==> src/msm_pkg.sv <==
// shared types, codes and constants of the sample mixer
`timescale 1ns / 1ps

package msm_pkg;

  localparam int unsigned CHANNELS_DEF     = 8;
  localparam int unsigned SAMPLE_DEPTH_DEF = 65536;

  localparam int unsigned MIX_W = 19;

  // action codes
  localparam logic [2:0] ACT_LOAD   = 3'd0;
  localparam logic [2:0] ACT_START  = 3'd1;
  localparam logic [2:0] ACT_SETVOL = 3'd2;
  localparam logic [2:0] ACT_STOP   = 3'd3;
  localparam logic [2:0] ACT_TICK   = 3'd4;

  typedef struct packed {
    logic [2:0]  action;
    logic [2:0]  channel;
    logic [15:0] address;
    logic [7:0]  sample_byte;
    logic [16:0] sample_length;
    logic [19:0] step;
    logic [6:0]  volume;
  } in_t;

  typedef struct packed {
    logic signed [MIX_W-1:0] mix;
    logic [15:0]             handle;
    logic [7:0]              playing_mask;
  } out_t;

  // commands from the sequencer to the multiply-accumulate unit
  typedef struct packed {
    logic clr;
    logic acc;
  } mac_ctrl_t;

endpackage

==> src/msm_mac.sv <==
// shared multiply-accumulate unit with saturating mix accumulator
`timescale 1ns / 1ps

module msm_mac import msm_pkg::*; (
  input  logic                    clk_i,
  input  logic                    rst_ni,
  input  mac_ctrl_t               ctrl_i,
  input  logic [7:0]              sample_i,
  input  logic [6:0]              gain_i,
  output logic signed [MIX_W-1:0] sum_o
);

  localparam logic signed [MIX_W:0] SUM_MAX = (MIX_W + 1)'(262143);
  localparam logic signed [MIX_W:0] SUM_MIN = -(MIX_W + 1)'(262144);

  logic signed [8:0]       centered;
  logic signed [7:0]       gain_s;
  logic signed [16:0]      prod;
  logic signed [17:0]      term;
  logic signed [MIX_W:0]   sum_ext;
  logic signed [MIX_W-1:0] sum_q, sum_d;

  // ((byte-128)*256*vol)>>7 is exactly 2*(byte-128)*vol
  always_comb begin
    centered = $signed({1'b0, sample_i}) - 9'sd128;
    gain_s   = $signed({1'b0, gain_i});
    prod     = centered * gain_s;
    term     = {prod, 1'b0};
    sum_ext  = {sum_q[MIX_W-1], sum_q} + {{(MIX_W - 17){term[17]}}, term};
    sum_d    = sum_q;
    if (ctrl_i.clr) begin
      sum_d = '0;
    end else if (ctrl_i.acc) begin
      priority if (sum_ext > SUM_MAX) begin
        sum_d = SUM_MAX[MIX_W-1:0];
      end else if (sum_ext < SUM_MIN) begin
        sum_d = SUM_MIN[MIX_W-1:0];
      end else begin
        sum_d = sum_ext[MIX_W-1:0];
      end
    end
  end

  always_ff @(posedge clk_i or negedge rst_ni) begin
    if (!rst_ni) begin
      sum_q <= '0;
    end else begin
      sum_q <= sum_d;
    end
  end

  assign sum_o = sum_q;

endmodule

==> config.mk <==
export PLATFORM = sky130hd
export DESIGN_NAME = msm_mac
export DESIGN_NICKNAME = d
export VERILOG_FILES = /design/src/msm_pkg.sv /design/src/msm_mac.sv
export SDC_FILE = /design/constraint.sdc
export NUM_CORES = 1
export LEC_CHECK = 0
export BUFFER_PORTS_ARGS = -buffer_cell sky130_fd_sc_hd__buf_2
export CAP_MARGIN = 40
export CORE_MARGIN = 8
export CORE_UTILIZATION = 38
export CTS_BUF_LIST = sky130_fd_sc_hd__clkbuf_8
export DETAILED_ROUTE_END_ITERATION = 8
export GPL_TIMING_DRIVEN = 0
export HOLD_SLACK_MARGIN = 0.12
export PLACE_DENSITY = 0.62
export SYNTH_ARGS = -nofsm -noshare
export SYNTH_HDL_FRONTEND = slang
export SYNTH_SLANG_ARGS = --single-unit
==> constraint.sdc <==
create_clock -name clk_i -period 2.4 [get_ports clk_i]
set_input_delay 0.24 -clock clk_i [delete_from_list [all_inputs] [get_ports clk_i]]
set_output_delay 0.24 -clock clk_i [all_outputs]
set_load 0.02 [all_outputs]
==> results.cfg, run 1 <==
[yosys]
synth_warnings = 0
ys_seq_elements = 19
synthDominantAreaCellType = sky130_fd_sc_hd__fa_1
post_synth_inst_count = 493
syn_area_per_cell_um2 = 8.69
post_synth_instance_area_um2 = 4290
syn-num-nets = 613
synth_ff_type = sky130_fd_sc_hd__dfrtp_1
synth_sequential_area_ratio_pct = 11.1
synth_enable_flop_cells = 0
synth_top_area_share_pct = 22.9
synth.distinct_cells = 56
synth-async-reset-ratio_pct = 100
synth_top_cells_by_area = sky130_fd_sc_hd__fa_1, sky130_fd_sc_hd__ha_1, sky130_fd_sc_hd__dfrtp_1

[timing]
post-route-period-util_pct = 234
final.setup.tns_ns = -59.95
report.final.setup_viol = 19
clock_skew_ns = 0.0131
count_of_final_hold_check_violations = 0
worst-slew-pin-transition_ns = 0.712
tightest_hold_margin_ns = 0.378
grt_setup_unrepaired = true
report.final.slew_viol_count = 0
finalCriticalPeriod_ns = 5.62
slew_headroom_pct = 52.5
final.setup.worst_slack_ns = -3.22
maxClockFrequency_mhz = 178

[global_routing]
globalRoute.totalOverflow = 0
grt_pass1_vias = 3804
grt_antenna_before_repair = 0
grt_start_max_net_pins = 20
grt_pass1_wl_um = 17300
grtUsageTotal_pct = 13.9

[routing]
routed-via-count = 3679
top_layer = met4
avgViaCountPerCell = 5.23
firstDrtPassIters = 4
drtAntennaViolNets = 0
route.final.wire_length_um = 10400
initialDrtViolationCount = 226
wl_met2_um = 5480
wirelength_met1_um = 4390
drc = 0
wl_met3_um = 334
routedWlPerCell_um = 14.8

[floorplan]
core_region_area_um2 = 10900
die_area_um2 = 14900
fp.dieH_um = 122
die_w_um = 122
floorplan.io_pins = 38
placement_rows = 38
initial_utilization_pct = 39.2

[clock_network]
worstSkewPairLatency_ns = 0.27
clockBufferDepth = 2
cts_sinks = 19
clkTransAtPathRegs_ns = 0.07
cts_inserted_buffers = 3
cts_tree = yes
htree_num_levels = 1
cts_root_buffer = sky130_fd_sc_hd__clkbuf_8

[cells_and_area]
post_layout_nonfiller_instances = 703
postLayoutCoreUtil_pct = 50.7
fillerInstances = 1014
drive_above_1_share_pct = 31.3
largest_reg_flops = 19
area_growth_pct = 29.3
final_nets = 684
n_antenna_cell = 0

[placed_design]
port-buffer-count = 36
dp_cells = 669
dpl.hpwl_um = 8010
gp_congestion = 0.839

[worst_hold_path]
worst_hold_path_type = input port to flop

[worst_setup_path]
crit_path_end_kind = flop
crit_path_top_delay_cell = sky130_fd_sc_hd__fa_1
critical_path_fanouts_max = 6
arrival_ns = 5.73
timing.critical_path.slowest_cell_delay_ns = 0.54
timing.critical_path.from_type = input port
critical_path_class = input port to flop
cp.required_ns = 2.51

[job]
drv.max_cap_violation_count = 0

[outcome]
failing_checks = setup timing
status = finished, violations left
[kinds of logic (layout without fill, tap and decap cells)]
logic type / count (synthesis) / count (layout) / synth area share (%)
simple gates: 128 / 128 / 15.6
compound gates: 110 / 110 / 18.9
flops: 19 / 19 / 11.1
buf+inv: 106 / 176 / 9.95
fa+ha+maj: 101 / 101 / 38.1
xor+xnor: 29 / 29 / 6.36
[metal layers]
| layer | GRT usage, % | vias to the layer above |
|---|---|---|
| met2 | 25.2 | 62 |
| met1 | 17.3 | 1837 |
| met4 | 2.44 | 0 |
| met5 | 0 | - |
| met3 | 1.70 | 16 |
| li1 | - | 1764 |
[synth_stat cells (all sizes together) (2+ instances only)]
cell type / count
a2111oi: 2
a211oi: 17
a21o: 5
a21oi: 30
a31o: 3
and2: 40
and3: 2
buf: 7
clkbuf: 3
dfrtp: 19
fa: 49
ha: 52
inv: 96
nand2: 22
nand2b: 8
nand3: 7
nand3b: 3
nand4b: 2
nor2: 30
nor2b: 2
nor3: 5
nor3b: 2
o211ai: 3
o21a: 3
o21ai: 29
o21bai: 5
o22ai: 3
xnor2: 20
xor2: 9
[layout make-up]
type / count / area [um2] / area share (%)
buffer: 8 / 61.3 / 1.11
clock buffer: 3 / 41.3 / 0.745
clock inverter: 1 / 5.00 / 0.0903
inverter: 96 / 360 / 6.50
multi-input combinational: 368 / 3840 / 69.4
sequential: 19 / 475 / 8.58
tap: 140 / 175 / 3.16
timing repair buffer: 68 / 579 / 10.5
[timing repair]
action                                 4_1_cts  5_1_grt
setup buffers                               21       10
setup endpoints to repair                   19       19
hold buffers                                 1        0
pin swaps                                   31       43
endpoints found under the hold margin       19        0
resized for setup                           57       50
gates cloned                                 2        1
[worst max-delay path: cells and delay by family]
kind / cells / cell delay (ns)
buffers and inverters: 8 / 0.58
and+or+nand+nor: 3 / 0.72
xor gates and xnor gates: 1 / 0.13
adders and majority gates: 6 / 2.52
AOI/OAI and AO/OA: 9 / 1.54
[layout by cell type (no fill, tap or decap), types with 10 or more instances in the layout]
master / count
sky130_fd_sc_hd__o21ai_2: 10
sky130_fd_sc_hd__xnor2_1: 18
sky130_fd_sc_hd__buf_4: 21
sky130_fd_sc_hd__nor2_1: 29
sky130_fd_sc_hd__inv_1: 91
sky130_fd_sc_hd__ha_4: 11
sky130_fd_sc_hd__and2_1: 35
sky130_fd_sc_hd__a21oi_1: 19
sky130_fd_sc_hd__nand2_1: 19
sky130_fd_sc_hd__a211oi_2: 17
sky130_fd_sc_hd__ha_1: 38
sky130_fd_sc_hd__dfrtp_1: 19
sky130_fd_sc_hd__fa_1: 45
sky130_fd_sc_hd__buf_2: 30
[worst paths after layout]
kind,from,to,slack [ns],cells past startpoint
worst min register to register,sum_o[18],sum_o[18],0.60,2
worst min-delay path,ctrl_i[0],sum_o[18],0.38,4
worst max-delay path,sample_i[4],sum_o[17],-3.22,27
max in group asynchronous,rst_ni,sum_o[0],1.63,2
worst max register to register,sum_o[1],sum_o[17],-0.59,10
min in group asynchronous,rst_ni,sum_o[11],0.45,2
[stage by stage]
stage                     area [um2]  setup slack (ns)
after floorplan                 4420             -3.21
after global placement          4770             -3.79
after detailed placement        4770             -3.82
after CTS                       5290             -3.30
after global routing            5540             -3.38
final                           5540             -3.22
Power of run 1 is not shown: default switching activity piles up to over one toggle a cycle in this logic, so the estimate is an artifact.
==> run 2: changes to the inputs <==
CORE_UTILIZATION = 57   (was 38)
PLACE_DENSITY = 0.85   (was 0.62)
SLEW_MARGIN = 10   (was default)
==> results.cfg, run 2 (synthesis gave the netlist of run 1 again) <==
[outcome]
status = finished, violations left
failing_checks = setup timing

[floorplan]
floorplan.io_pins = 38
die_w_um = 103
fp.dieH_um = 103
placement_rows = 31
initial_utilization_pct = 59.1
die_area_um2 = 10600
core_region_area_um2 = 7250

[timing]
report.final.slew_viol_count = 0
clock_skew_ns = 0.00944
finalCriticalPeriod_ns = 5.91
final.setup.worst_slack_ns = -3.51
slew_headroom_pct = 48.1
grt_setup_unrepaired = true
report.final.setup_viol = 19
count_of_final_hold_check_violations = 0
maxClockFrequency_mhz = 169
worst-slew-pin-transition_ns = 0.779
post-route-period-util_pct = 246

[clock_network]
cts_sinks = 19
cts_inserted_buffers = 3
worstSkewPairLatency_ns = 0.27
clockBufferDepth = 2
htree_num_levels = 1
clkTransAtPathRegs_ns = 0.08
cts_root_buffer = sky130_fd_sc_hd__clkbuf_8
cts_tree = yes

[global_routing]
grtUsageTotal_pct = 23.0
grt_antenna_before_repair = 0
grt_pass1_vias = 4220
grt_pass1_wl_um = 19500
grt_start_max_net_pins = 20
globalRoute.totalOverflow = 0

[worst_setup_path]
critPathTopFamily = adder cells
critical_path_fanouts_max = 7
worst_path_most_repeated_cell = sky130_fd_sc_hd__fa_1
worst-path-buf-inv = 6
crit_path_end_kind = flop
timing.critical_path.slowest_cell_delay_ns = 0.55
critical_path_class = input port to flop
cp.required_ns = 2.59
crit_path_top_delay_cell = sky130_fd_sc_hd__fa_1
timing.critical_path.from_type = input port
arrival_ns = 6.10

[routing]
firstDrtPassIters = 5
routedWlPerCell_um = 21.3
route.final.wire_length_um = 14500
drtAntennaViolNets = 0
avgViaCountPerCell = 6.38
initialDrtViolationCount = 433
drc = 0
routed-via-count = 4344

[job]
drv.max_cap_violation_count = 0

[placed_design]
port-buffer-count = 36
dp_cells = 628
gp_congestion = 0.894
dpl.hpwl_um = 7970

[cells_and_area]
largest_reg_flops = 19
mostFrequentLayoutCells = sky130_fd_sc_hd__inv_1, sky130_fd_sc_hd__fa_1, sky130_fd_sc_hd__buf_4, sky130_fd_sc_hd__and2_1, sky130_fd_sc_hd__ha_1
post_layout_nonfiller_instances = 681
n_antenna_cell = 0
area_growth_pct = 31.0
drive_above_1_share_pct = 33.0
final_nets = 703
layout_commonest_cell = sky130_fd_sc_hd__inv_1

[worst_hold_path]
worst_hold_path_type = input port to flop
## run 2: changes by cell type in the layout (fill, tap and decap cells not counted), moves of 2 or more
cell                       previous run  this run
sky130_fd_sc_hd__buf_8                3         1
sky130_fd_sc_hd__a21oi_4              2         4
sky130_fd_sc_hd__o21ai_1              7        15
sky130_fd_sc_hd__buf_12               7         3
sky130_fd_sc_hd__o21ai_4              3         1
sky130_fd_sc_hd__buf_4               21        39
sky130_fd_sc_hd__ha_1                38        35
sky130_fd_sc_hd__buf_6                8        15
sky130_fd_sc_hd__nand2b_2             0         2
sky130_fd_sc_hd__o21ai_2             10         4
sky130_fd_sc_hd__ha_4                11        13
sky130_fd_sc_hd__a21oi_2              9         7
sky130_fd_sc_hd__a211oi_2            17        15
## run 2: layout make-up
| cell class | instances | area [um2] |
|---|---|---|
| well taps | 99 | 124 |
| repair buffers | 86 | 663 |
| clock buffers | 3 | 41.3 |
| multi-input cells | 369 | 3890 |
| flip-flops and latches | 19 | 475 |
| inverters | 96 | 360 |
| clock inverters | 1 | 3.75 |
| plain buffers | 8 | 53.8 |
| fillers | 415 | 1640 |
## run 2: worst register-to-register path: cells and delay by family (launching register included)
kind,cells,cell delay (ns)
adders and majority gates,2,0.68
DFF,1,0.42
buffers and inverters,1,0.19
AOI/OAI and AO/OA,6,1.69
## run 2: routing by layer
metal	vias to the layer above	global-route usage (%)	routed length, um
met1	2095	26.2	5060
met4	0	8.24	1010
met3	101	3.04	1270
met5	-	0	0
met2	346	42.6	7160
li1	1802	-	-
## run 2: final timing paths
kind	startpoint	end	slack, ns	cells after the start
worst max-delay path	sample_i[3]	sum_o[7]	-3.51	26
worst min-delay path	ctrl_i[0]	sum_o[18]	0.42	4
worst max register to register	sum_o[1]	sum_o[11]	-0.75	9
worst min register to register	sum_o[4]	sum_o[4]	0.63	2
max in group asynchronous	rst_ni	sum_o[9]	1.61	2
min in group asynchronous	rst_ni	sum_o[10]	0.47	2
## run 2: repair_timing
action,CTS,global route
gates resized for setup,53,56
setup buffers,32,16
hold buffers,1,0
endpoints found under the setup margin,19,19
hold endpoints to repair,19,0
cloned,4,1
pin swaps,38,33
## run 2: through the flow
step                      hold WS (ns)  area (um2)  worst slack [ns]  TNS (ns)  util (%)
after CTS                        0.370        5330             -3.31    -61.73      73.5
after floorplan                -0.0556        4420             -3.21    -59.70         -
after global placement           0.195        4720             -3.75    -69.67      65.1
final                            0.421        5620             -3.51    -65.59      77.4
after detailed placement         0.209        4720             -3.81    -70.87      65.1
after global routing             0.421        5620             -3.57    -67.09      77.4
Power of run 2 is left out for the same reason.
==> run 3: changes to the inputs <==
CORE_UTILIZATION = 55   (was 57)
PLACE_DENSITY = 0.82   (was 0.85)
==> results.cfg, run 3 (synthesis gave the netlist of run 1 again) <==
[outcome]
status = finished, violations left
failing_checks = setup timing

[clock_network]
clkTransAtPathRegs_ns = 0.06
htree_num_levels = 1
cts_sinks = 19
cts_inserted_buffers = 3
cts_tree = yes
worstSkewPairLatency_ns = 0.26
clockBufferDepth = 2
cts_root_buffer = sky130_fd_sc_hd__clkbuf_8

[timing]
maxClockFrequency_mhz = 175
clock_skew_ns = 0.00969
slew_headroom_pct = 54.0
count_of_final_hold_check_violations = 0
finalCriticalPeriod_ns = 5.72
report.final.setup_viol = 19
worst-slew-pin-transition_ns = 0.690
grt_setup_unrepaired = true
final.setup.worst_slack_ns = -3.32
post-route-period-util_pct = 239
final.setup.tns_ns = -62.37
report.final.slew_viol_count = 0

[routing]
routed-via-count = 3886
drc = 0
firstDrtPassIters = 4
avgViaCountPerCell = 5.85
drtAntennaViolNets = 0
routedWlPerCell_um = 17.2
route.final.wire_length_um = 11400
initialDrtViolationCount = 272

[cells_and_area]
drive_above_1_share_pct = 29.9
final_nets = 683
area_growth_pct = 26.8
finished_layout_cell_area_um2 = 5430
layout_commonest_cell = sky130_fd_sc_hd__inv_1
fillerInstances = 521
largest_reg_flops = 19
n_antenna_cell = 0
mostFrequentLayoutCells = sky130_fd_sc_hd__inv_1, sky130_fd_sc_hd__fa_1, sky130_fd_sc_hd__ha_1, sky130_fd_sc_hd__and2_1, sky130_fd_sc_hd__buf_2

[floorplan]
initial_utilization_pct = 56.1
placement_rows = 32
die_w_um = 104
core_region_area_um2 = 7650
floorplan.io_pins = 38
fp.dieH_um = 104
die_area_um2 = 10900

[job]
drv.max_cap_violation_count = 0

[worst_setup_path]
crit_path_top_delay_cell = sky130_fd_sc_hd__fa_1
timing.critical_path.slowest_cell_delay_ns = 0.56
cp.required_ns = 2.51
worst_path_most_repeated_cell = sky130_fd_sc_hd__fa_1
critical_path_class = input port to flop
critPathLaunch = sample_i[7]
crit_path_end_kind = flop
r2r-start = sum_o[1]
timing.critical_path.from_type = input port
arrival_ns = 5.83
crit_path_cell_trace = buf_4 -> nand2b_4 -> fa_1 -> inv_1 -> fa_1 -> fa_1 -> inv_1 -> fa_1 -> inv_1 -> ha_4 -> nand2_4 -> o21a_4 -> or4_4 -> nand3_4 -> ha_4 -> buf_6 -> a21oi_4 -> a21boi_2 -> a211o_1 -> a31oi_4 -> xnor2_4 -> a21oi_4 -> buf_4 -> a211oi_2
critical_path_fanouts_max = 7

[global_routing]
grt_pass1_vias = 3993
grt_pass1_wl_um = 17400
grt_start_max_net_pins = 20
globalRoute.totalOverflow = 0
grt_antenna_before_repair = 0
grtUsageTotal_pct = 18.7

[placed_design]
post_dp_cell_area_um2 = 4720
port-buffer-count = 36
gp_congestion = 0.863
dpl.hpwl_um = 7980

[worst_hold_path]
hold_path_startpoint = ctrl_i[0]
worst_hold_path_type = input port to flop
==> run 3: what timing repair did <==
action / 4_1_cts / 5_1_grt
gates cloned: 3 / 1
endpoints found under the setup margin: 19 / 19
setup buffers: 17 / 9
pin swaps: 25 / 33
endpoints found under the hold margin: 19 / 0
hold buffers: 1 / 0
gates resized for setup: 33 / 62
==> run 3: layer usage <==
layer / track usage (%) / part of all wire (%) / vias up
li1: - / - / 1760
met1: 21.5 / 39 / 1938
met2: 34.6 / 54 / 146
met3: 2.97 / 4.7 / 42
met4: 4.96 / 3.0 / 0
met5: 0 / 0 / -
==> run 3: final cells by class <==
type | count | area, um2 | share of cell area [%]
clock inverter | 1 | 3.75 | 0.0691
sequential | 19 | 475 | 8.75
timing repair buffer | 65 | 483 | 8.89
clock buffer | 3 | 41.3 | 0.760
multi-input combinational | 368 | 3860 | 71.0
inverter | 96 | 360 | 6.63
tap | 102 | 128 | 2.35
buffer | 10 | 85.1 | 1.57
==> run 3: path summary, 6_finish.rpt <==
check | endpoint | slack (ns) | cells after the start
min | sum_o[18] | 0.44 | 4
max in group asynchronous | sum_o[9] | 1.63 | 2
max | sum_o[17] | -3.32 | 24
min in group asynchronous | sum_o[8] | 0.45 | 2
max reg2reg | sum_o[17] | -0.71 | 10
min reg2reg | sum_o[1] | 0.58 | 2
==> run 3: critical path: cells and delay by family <==
kind                       cells  cell delay [ns]
and+or+nand+nor                4             0.83
adders and majority gates      6             2.61
buffers and inverters          6             0.63
AOI/OAI and AO/OA              7             1.36
xor gates and xnor gates       1             0.17
==> run 3: stage by stage <==
stage	hold WS, ns	util [%]	std cells	setup WS, ns
floorplan	-0.0556	-	493	-3.21
global placement	0.196	61.8	631	-3.75
detailed placement	0.211	61.8	631	-3.88
CTS	0.375	66.6	656	-3.40
global route	0.439	71.1	664	-3.44
finish	0.435	71.1	664	-3.32
Power of run 3 is left out for the same reason.
